==> config.mk <==
export PLATFORM = sky130hd
export DESIGN_NAME = wildcard_byte_pattern_scanner
export DESIGN_NICKNAME = d
export VERILOG_FILES = /design/src/rtl/core/wbps_pkg.sv /design/src/rtl/core/wildcard_byte_pattern_scanner.sv /design/src/rtl/core/wbps_cell.sv /design/src/rtl/core/wbps_out_reg.sv
export SDC_FILE = /design/constraint.sdc
export NUM_CORES = 1
export LEC_CHECK = 0
export BUFFER_PORTS_ARGS = -buffer_cell sky130_fd_sc_hd__buf_2
export CORE_AREA = 2 2 310 312
export DETAILED_ROUTE_END_ITERATION = 8
export DIE_AREA = 0 0 312 314
export SLEW_MARGIN = 20
export SYNTH_ARGS = -nofsm -noshare
export SYNTH_HDL_FRONTEND = slang
export SYNTH_SLANG_ARGS = --single-unit
export TNS_END_PERCENT = 50
==> constraint.sdc <==
create_clock -name clk_i -period 20.4 [get_ports clk_i]
set_clock_uncertainty 0.2 [all_clocks]
set_input_delay 4.08 -clock clk_i [delete_from_list [all_inputs] [get_ports clk_i]]
set_output_delay 4.08 -clock clk_i [all_outputs]
set_load 0.1 [all_outputs]
==> src/rtl/core/wbps_pkg.sv <==
// Package for the wildcard byte pattern scanner.
// Holds item kinds, character constants, the cell control bundle, the result type and nib_value.
// No dependencies.
package wbps_pkg;

  localparam int unsigned MaxPatternDef = 64;
  localparam int unsigned AddrW         = 64;

  typedef enum logic [1:0] {
    KIND_CHAR  = 2'd0,
    KIND_BEGIN = 2'd1,
    KIND_BYTE  = 2'd2
  } kind_e;

  localparam logic [7:0] CharWild  = 8'h3F;  // '?'
  localparam logic [7:0] CharSpace = 8'h20;  // ' '
  localparam logic [7:0] CharA     = 8'h41;  // 'A'
  localparam logic [7:0] CharZero  = 8'h30;  // '0'
  localparam logic [7:0] CaseMask  = 8'hDF;

  // Broadcast to every cell of the row.
  typedef struct packed {
    logic       clear;  // drop the whole pattern
    logic       push;   // shift the row up by one entry, new entry lands in cell 0
    logic       start;  // clear partial matches for a new scan
    logic       step;   // advance partial matches by one memory byte
    logic [7:0] mem;    // memory byte under test
  } cell_ctrl_t;

  typedef struct packed {
    logic             found;
    logic [AddrW-1:0] addr;
  } result_t;

  // Raw nibble value of a pattern character; non-hex characters are not rejected.
  function automatic logic [7:0] nib_value(input logic [7:0] c);
    logic [7:0] u;
    u = c & CaseMask;
    if (u >= CharA) begin
      return u - CharA + 8'd10;
    end
    return c - CharZero;
  endfunction

endpackage

==> src/rtl/core/wildcard_byte_pattern_scanner.sv <==
// Wildcard byte pattern scanner, top level.
// Parses pattern text into a row of wbps_cell and streams memory bytes through it;
// depends on wbps_pkg, wbps_cell and wbps_out_reg.
//
// One input transfer is taken every clock cycle while the skid stage is empty, pattern
// characters and memory bytes alike; the row of cells updates all partial matches in
// parallel for each byte. The result for a byte leaves through an output register,
// and a skid stage holds a second result while the output is stalled, during which
// the input side is held. Pattern entries are shifted into the row, newest entry in
// cell 0, so a full match always shows at cell 0. Valid bits in the cells clear at
// reset; there is no clearing pass. A match reports the address of the first pattern
// byte; a region that ends without a match, or with an empty pattern, reports not
// found with address zero on its last byte.
module wildcard_byte_pattern_scanner #(
  parameter int unsigned MaxPattern = wbps_pkg::MaxPatternDef
) (
  input  logic        clk_i,
  input  logic        rst_ni,
  input  logic        s_axis_tvalid,
  output logic        s_axis_tready,
  input  logic [71:0] s_axis_tdata,   // char_or_byte [7:0], base_address [71:8]
  input  logic [1:0]  s_axis_tuser,   // kind [1:0]
  input  logic        s_axis_tlast,   // last_byte
  output logic        m_axis_tvalid,
  input  logic        m_axis_tready,
  output logic [63:0] m_axis_tdata,   // match_address [63:0]
  output logic        m_axis_tuser    // found [0]
);

  localparam int unsigned LenW = $clog2(MaxPattern + 1);

  logic            accept;
  logic [7:0]      in_char;
  logic [63:0]     in_base;
  wbps_pkg::kind_e kind;

  logic [LenW-1:0] len_q, len_d, eff_len;
  logic            pend_q, pend_d, eff_pend;
  logic            closed_q, closed_d;
  logic            done_q, done_d;
  logic [63:0]     addr_q, addr_d;

  wbps_pkg::cell_ctrl_t ctrl;
  logic                 push_care;
  logic [7:0]           push_pat;
  logic [7:0]           nib;
  logic                 or_low;

  logic              res_valid;
  wbps_pkg::result_t res;
  logic              out_ready;
  wbps_pkg::result_t m_res;

  logic [MaxPattern-1:0] valid_w, care_w, pass_w, hit_w;
  logic [7:0]            pat_w [MaxPattern];

  assign accept  = s_axis_tvalid & s_axis_tready;
  assign in_char = s_axis_tdata[7:0];
  assign in_base = s_axis_tdata[71:8];
  assign kind    = wbps_pkg::kind_e'(s_axis_tuser);
  assign nib     = wbps_pkg::nib_value(in_char);

  // A begin closes the pattern; the next character starts a new one.
  assign eff_len  = closed_q ? '0 : len_q;
  assign eff_pend = closed_q ? 1'b0 : pend_q;

  always_comb begin
    len_d      = len_q;
    pend_d     = pend_q;
    closed_d   = closed_q;
    done_d     = done_q;
    addr_d     = addr_q;
    ctrl       = '0;
    ctrl.mem   = in_char;
    push_care  = 1'b0;
    push_pat   = '0;
    or_low     = 1'b0;
    res_valid  = 1'b0;
    res        = '0;
    if (accept) begin
      unique case (kind)
        wbps_pkg::KIND_CHAR: begin
          if (done_q) begin
            ctrl.clear = closed_q;
            closed_d   = 1'b0;
            len_d      = eff_len;
            pend_d     = 1'b0;
            if (eff_pend) begin
              or_low = (in_char != 8'd0);
            end else if (in_char != wbps_pkg::CharSpace && in_char != 8'd0
                         && eff_len < LenW'(MaxPattern)) begin
              ctrl.push = 1'b1;
              push_care = (in_char != wbps_pkg::CharWild);
              push_pat  = push_care ? {nib[3:0], 4'd0} : 8'd0;
              pend_d    = push_care;
              len_d     = eff_len + LenW'(1);
            end
          end
        end
        wbps_pkg::KIND_BEGIN: begin
          ctrl.start = 1'b1;
          done_d     = 1'b0;
          closed_d   = 1'b1;
          // Address of the first pattern byte when the newest byte is at offset zero.
          addr_d     = in_base - 64'(len_q) + 64'd1;
        end
        wbps_pkg::KIND_BYTE: begin
          if (!done_q) begin
            ctrl.step = 1'b1;
            addr_d    = addr_q + 64'd1;
            if (hit_w[0]) begin
              res_valid = 1'b1;
              res.found = 1'b1;
              res.addr  = addr_q;
              done_d    = 1'b1;
            end else if (s_axis_tlast) begin
              res_valid = 1'b1;
              done_d    = 1'b1;
            end
          end
        end
        default: begin
        end
      endcase
    end
  end

  always_ff @(posedge clk_i or negedge rst_ni) begin
    if (!rst_ni) begin
      len_q    <= '0;
      pend_q   <= 1'b0;
      closed_q <= 1'b0;
      done_q   <= 1'b1;
    end else begin
      len_q    <= len_d;
      pend_q   <= pend_d;
      closed_q <= closed_d;
      done_q   <= done_d;
    end
  end

  always_ff @(posedge clk_i) begin
    addr_q <= addr_d;
  end

  for (genvar j = 0; j < MaxPattern; j++) begin : g_cell
    logic       prev_valid;
    logic [7:0] prev_pat;
    logic       prev_care;
    logic       above;
    logic       low_en;

    if (j == 0) begin : g_head
      assign prev_valid = 1'b1;
      assign prev_pat   = push_pat;
      assign prev_care  = push_care;
      assign low_en     = or_low;
    end else begin : g_body
      assign prev_valid = ctrl.clear ? 1'b0 : valid_w[j-1];
      assign prev_pat   = pat_w[j-1];
      assign prev_care  = care_w[j-1];
      assign low_en     = 1'b0;
    end

    if (j == MaxPattern - 1) begin : g_top
      assign above = 1'b1;
    end else begin : g_mid
      assign above = pass_w[j+1];
    end

    wbps_cell u_cell (
      .clk_i        (clk_i),
      .rst_ni       (rst_ni),
      .ctrl_i       (ctrl),
      .prev_valid_i (prev_valid),
      .prev_pat_i   (prev_pat),
      .prev_care_i  (prev_care),
      .low_en_i     (low_en),
      .low_i        (nib),
      .above_i      (above),
      .valid_o      (valid_w[j]),
      .pat_o        (pat_w[j]),
      .care_o       (care_w[j]),
      .pass_o       (pass_w[j]),
      .hit_o        (hit_w[j])
    );
  end

  wbps_out_reg u_out (
    .clk_i       (clk_i),
    .rst_ni      (rst_ni),
    .res_valid_i (res_valid),
    .res_i       (res),
    .ready_o     (out_ready),
    .m_valid_o   (m_axis_tvalid),
    .m_res_o     (m_res),
    .m_ready_i   (m_axis_tready)
  );

  assign s_axis_tready = out_ready;
  assign m_axis_tdata  = m_res.addr;
  assign m_axis_tuser  = m_res.found;

`ifndef NO_ASSERTIONS
  // Results come only from an active scan, and end it.
  assert property (@(posedge clk_i) disable iff (!rst_ni)
    res_valid |-> (!done_q ##1 done_q))
    else $error("result outside an active scan");
  // A pending low nibble always has an entry to land in.
  assert property (@(posedge clk_i) disable iff (!rst_ni)
    (pend_q && !closed_q) |-> (len_q != '0 && valid_w[0]))
    else $error("pending nibble without an entry");
  // The pattern length never exceeds the row.
  assert property (@(posedge clk_i) disable iff (!rst_ni)
    len_q <= LenW'(MaxPattern))
    else $error("pattern length beyond row size");
  // Cell 0 holds an entry exactly when the open pattern is not empty.
  assert property (@(posedge clk_i) disable iff (!rst_ni)
    (valid_w[0] == (len_q != '0)) || closed_q)
    else $error("head cell disagrees with pattern length");
`endif

endmodule

==> src/rtl/core/wbps_cell.sv <==
// One pattern cell: a pattern byte, its care bit, a valid bit and one partial-match bit.
// Entries shift up the row as the pattern grows; depends on wbps_pkg.
module wbps_cell (
  input  logic                clk_i,
  input  logic                rst_ni,
  input  wbps_pkg::cell_ctrl_t ctrl_i,
  input  logic                prev_valid_i,
  input  logic [7:0]          prev_pat_i,
  input  logic                prev_care_i,
  input  logic                low_en_i,
  input  logic [7:0]          low_i,
  input  logic                above_i,
  output logic                valid_o,
  output logic [7:0]          pat_o,
  output logic                care_o,
  output logic                pass_o,
  output logic                hit_o
);

  logic       valid_q, valid_d;
  logic [7:0] pat_q, pat_d;
  logic       care_q, care_d;
  logic       pm_q, pm_d;
  logic       eq;

  assign eq   = !care_q || (pat_q == ctrl_i.mem);
  assign pm_d = above_i & eq;

  always_comb begin
    valid_d = valid_q;
    pat_d   = pat_q;
    care_d  = care_q;
    if (ctrl_i.push) begin
      valid_d = prev_valid_i;
      pat_d   = prev_pat_i;
      care_d  = prev_care_i;
    end else if (ctrl_i.clear) begin
      valid_d = 1'b0;
    end else if (low_en_i) begin
      pat_d = pat_q | low_i;
    end
  end

  always_ff @(posedge clk_i or negedge rst_ni) begin
    if (!rst_ni) begin
      valid_q <= 1'b0;
      pm_q    <= 1'b0;
    end else begin
      valid_q <= valid_d;
      if (ctrl_i.start) begin
        pm_q <= 1'b0;
      end else if (ctrl_i.step) begin
        pm_q <= pm_d;
      end
    end
  end

  always_ff @(posedge clk_i) begin
    pat_q  <= pat_d;
    care_q <= care_d;
  end

  assign valid_o = valid_q;
  assign pat_o   = pat_q;
  assign care_o  = care_q;
  // An empty cell passes a match through, so the oldest entry always sees a start.
  assign pass_o  = valid_q ? pm_q : 1'b1;
  assign hit_o   = valid_q & pm_d;

endmodule

==> src/rtl/core/wbps_out_reg.sv <==
// Output register with a one-entry skid stage for the scanner's results.
// Depends on wbps_pkg for the result type.
module wbps_out_reg (
  input  logic              clk_i,
  input  logic              rst_ni,
  input  logic              res_valid_i,
  input  wbps_pkg::result_t res_i,
  output logic              ready_o,
  output logic              m_valid_o,
  output wbps_pkg::result_t m_res_o,
  input  logic              m_ready_i
);

  logic              out_valid_q;
  wbps_pkg::result_t out_q;
  logic              skid_valid_q;
  wbps_pkg::result_t skid_q;
  logic              drain;

  assign drain   = out_valid_q & m_ready_i;
  assign ready_o = !skid_valid_q;

  always_ff @(posedge clk_i or negedge rst_ni) begin
    if (!rst_ni) begin
      out_valid_q  <= 1'b0;
      skid_valid_q <= 1'b0;
    end else begin
      if (res_valid_i) begin
        if (!out_valid_q || drain) begin
          out_valid_q <= 1'b1;
        end else begin
          skid_valid_q <= 1'b1;
        end
      end else if (drain) begin
        out_valid_q  <= skid_valid_q;
        skid_valid_q <= 1'b0;
      end
    end
  end

  always_ff @(posedge clk_i) begin
    if (res_valid_i) begin
      if (!out_valid_q || drain) begin
        out_q <= res_i;
      end else begin
        skid_q <= res_i;
      end
    end else if (drain && skid_valid_q) begin
      out_q <= skid_q;
    end
  end

  assign m_valid_o = out_valid_q;
  assign m_res_o   = out_q;

`ifndef NO_ASSERTIONS
  // A new result never arrives while the skid stage is occupied.
  assert property (@(posedge clk_i) disable iff (!rst_ni)
    skid_valid_q |-> !res_valid_i)
    else $error("result arrived with skid stage full");
  // The skid stage is only filled behind a held output.
  assert property (@(posedge clk_i) disable iff (!rst_ni)
    skid_valid_q |-> out_valid_q)
    else $error("skid stage holds data with empty output");
  // A stalled output keeps its result.
  assert property (@(posedge clk_i) disable iff (!rst_ni)
    (out_valid_q && !m_ready_i) |=> (out_valid_q && $stable(out_q)))
    else $error("stalled result changed");
`endif

endmodule
==> results_dict.tcl <==
set metrics [dict create \
    ir_drop_uv 56.7 \
    worst_slack_ns 11.96 \
    synth_top_area_share_pct 54.7 \
    cp.arrival_ns 8.51 \
    numClockSinks 909 \
    htreeDepth 3 \
    grt.total_usage_pct 18.8 \
    min_from "g_cell[61].u_cell.care_o$_DFFE_PP_" \
    fp.dieH_microns 314 \
    hp-class "flop to flop" \
    ant_nets 0 \
    async_flop_share_pct 15.3 \
    holdPathStages 0 \
    drt-initial-drc-count 1932 \
    rrSetupSlack_ns 15.26 \
    regArea_sq_mm 0.0266 \
    die_w_microns 312 \
    combPwrFrac_pct 11.5 \
    path_common_cell "buf_4" \
    ys.flop_type "edfxtp_1" \
    period_share_pct 41.4 \
    numCtsBuffers 95 \
    vias 25300 \
    min_period_ns 8.44 \
    overflow 0 \
    r2r-end "g_cell[22].u_cell.pat_o[2]$_DFFE_PP_" \
    tightest_slew_ns 1.16 \
    dpl.hpwl_microns 59600 \
    grt_max_degree 192 \
    p_leak_nw 16.4 \
    gp_congestion 0.892 \
    setup_viol_count_final 0 \
    drcViolationCount 0 \
    startpoint_type "input port" \
    hold_viol 0 \
    r2r_cells 6 \
    cts_buffer_depth 3 \
    netlist_instances 3275 \
    initial_core_util_pct 44.7 \
    intPower_mw 3.43 \
    syn_area_per_cell_sq_um 12.9 \
    relSlewSlack_pct 22.6 \
    grt_pass1_wl_microns 146000 \
    tns_ns 0 \
    rows 113 \
    place_ws_ns 11.28 \
    insertion_delay_ns 0.66 \
    clk_pin_slew_ns 0.07 \
    r2r-start "u_out.skid_valid_q$_DFFE_PN0P_" \
    path_max_fanout 191 \
    status "finished clean" \
    slew_viol_final 0 \
    syn_to_final_growth_pct 12.8 \
    critPathMaxStageDelay_ns 0.90 \
    synth_top_area_cell "edfxtp_1" \
    synth.top_cells.by_area "edfxtp_1 (55%), xnor2_1 (12%), dfrtp_1 (8.2%), ha_1 (2.5%), nand4_1 (2.4%)" \
    cts_resized 0 \
    syn_area_sq_mm 0.0422 \
    crit_chain "buf_4 > inv_1 > ha_1 > and3_1 > o21ai_0 > o21a_1 > nand2_2 > inv_8 > buf_12 > buf_4" \
    ios 146 \
    min_to "g_cell[62].u_cell.care_o$_DFFE_PP_" \
    p_sw_mw 1.14 \
    p_sw_share_pct 24.9 \
    synth-seq-area-share_pct 63.0 \
    powerDensity_mw_per_mm2 95.7 \
    wl_microns 92200 \
    critPathSlowestCell "buf_4" \
    port_buffers 145 \
    endpoint_kind "flop" \
    die_area_sq_mm 0.0980 \
    p_seq_share_pct 48.0 \
    synth_common_cells "edfxtp_1 (770), xnor2_1 (563), nand2_1 (259), a21oi_1 (169), nand4_1 (159)" \
    fmax_mhz 119 \
    synth_edf_count 770 \
    multi_input_comb_area_sq_mm 0.0147 \
    critPathKind "input port to flop" \
    viasPerCell 5.35 \
    grt_pass1_vias 25100 \
    drt_first_pass_iters 6 \
    cts_tree "done" \
    fillers 8265 \
    max_cap_viol_count 0 \
    yosys_warnings 0 \
    yosysUniqueCellTypes 78 \
    core-area_sq_mm 0.0944 \
    ys_ff_latch 909 \
    holdBufCountCts 0 \
    post_cts_buffers 0 \
    grt_antenna_before_repair 2 \
    cp.required_ns 20.48 \
    synth_nets 3438 \
    yosysMostFrequentCell "edfxtp_1" \
    p_clk_share_pct 40.5 \
    root_buffer "clkbuf_16" \
    finalNetCount 3550 \
    wl_per_cell_microns 19.5 \
    drive_gt1_share_pct 10.2 \
    rsz0062_at_grt "no" \
]
worst max-delay path by stage:
stage                    start                                    end  slack [ns]  depth (start not counted)
2_1_floorplan  s_axis_tdata[6]  g_cell[0].u_cell.care_o$_SDFFCE_PN0P_        6.15                         12
3_3_place_gp   s_axis_tdata[6]    g_cell[0].u_cell.pat_o[5]$_DFFE_PP_       11.31                         11
3_5_place_dp   s_axis_tdata[6]    g_cell[0].u_cell.pat_o[7]$_DFFE_PP_       11.28                         11
4_1_cts        s_axis_tdata[6]    g_cell[0].u_cell.pat_o[7]$_DFFE_PP_       11.98                         11
5_1_grt        s_axis_tdata[6]     g_cell[23].u_cell.care_o$_DFFE_PP_       11.69                         10
6_report       s_axis_tdata[6]   g_cell[22].u_cell.pat_o[2]$_DFFE_PP_       11.96                         10
layout make-up:
| class | count | share of cell area (%) |
|---|---|---|
| Multi-Input combinational cell | 2105 | 30.9 |
| Clock buffer | 126 | 5.51 |
| Timing Repair Buffer | 172 | 2.06 |
| Clock inverter | 53 | 1.56 |
| Sequential cell | 909 | 55.8 |
| Tap cell | 1265 | 3.32 |
| Antenna cell | 1 | 0.00525 |
| Inverter | 104 | 0.835 |
worst max-delay path, delay by kind of cell:
family                     cells  cell delay, ns
buffers and inverters          5            2.94
adders and majority gates      1            0.25
and+or+nand+nor                2            0.41
AOI/OAI and AO/OA              2            0.35
registers in the layout (all words and copies together), names as in the netlist:
name / cells
g_cell.u_cell.pat_o: 512
g_cell.u_cell.pm_q: 63
u_out.skid_q: 65
u_out.skid_valid_q: 1
pend_q: 1
g_cell.u_cell.valid_o: 64
addr_q: 64
u_out.m_valid_o: 1
len_q: 7
g_cell.u_cell.care_o: 64
closed_q: 1
done_q: 1
u_out.m_res_o: 65
metal layers:
metal	vias up	GRT usage, %	share of wire, %
li1	12100	-	-
met2	518	30.8	48
met3	116	2.42	4.0
met5	-	0	0
met1	12600	26.3	46
met4	0	5.64	2.3
power by group through the flow:
stage	clock network, mW	registers, mW	logic (mW)
after CTS	1.90	2.19	0.529
after floorplan	0	2.27	0.353
after global routing	1.97	2.20	0.577
final	1.85	2.19	0.524
after detailed placement	0	2.23	0.526
after global placement	0	2.23	0.521
cell usage in the layout (no fill, tap or decap), types with 59 or more instances in the layout:
master	Yosys	routed
edfxtp_1	770	770
xnor2_1	563	563
nand2_1	259	258
a21oi_1	169	168
nand4_1	159	159
o21ai_0	148	148
dfrtp_1	138	138
buf_2	9	136
a21o_1	104	104
inv_1	103	102
clkbuf_16	0	95
ha_1	83	82
nor2_1	77	75
and2_1	71	71
nand2b_1	70	70
a32o_1	63	63
xor2_1	59	59
cell families after synthesis:
logic type | count (synthesis) | share of synthesized area [%]
AOI/OAI and AO/OA | 595 | 9.29
xor gates and xnor gates | 622 | 12.9
adders and majority gates | 84 | 2.51
buffers and inverters | 261 | 2.35
DFF | 909 | 63.0
muxes | 10 | 0.252
and+or+nand+nor | 794 | 9.73
metrics by stage:
| stage | area, sq um | instances | hold WS (ns) | power, mW | util (%) |
|---|---|---|---|---|---|
| finish | 47700 | 4735 | 0.239 | 4.56 | 50.5 |
| detailed placement | 44300 | 4554 | 0.225 | 2.75 | 46.9 |
| global route | 47700 | 4735 | 0.249 | 4.75 | 50.5 |
| floorplan | 42200 | 3275 | 0.220 | 2.63 | - |
| global placement | 44300 | 4554 | 0.225 | 2.75 | 46.9 |
| CTS | 47600 | 4733 | 0.237 | 4.61 | 50.4 |
(Power assumes the default switching activity.)
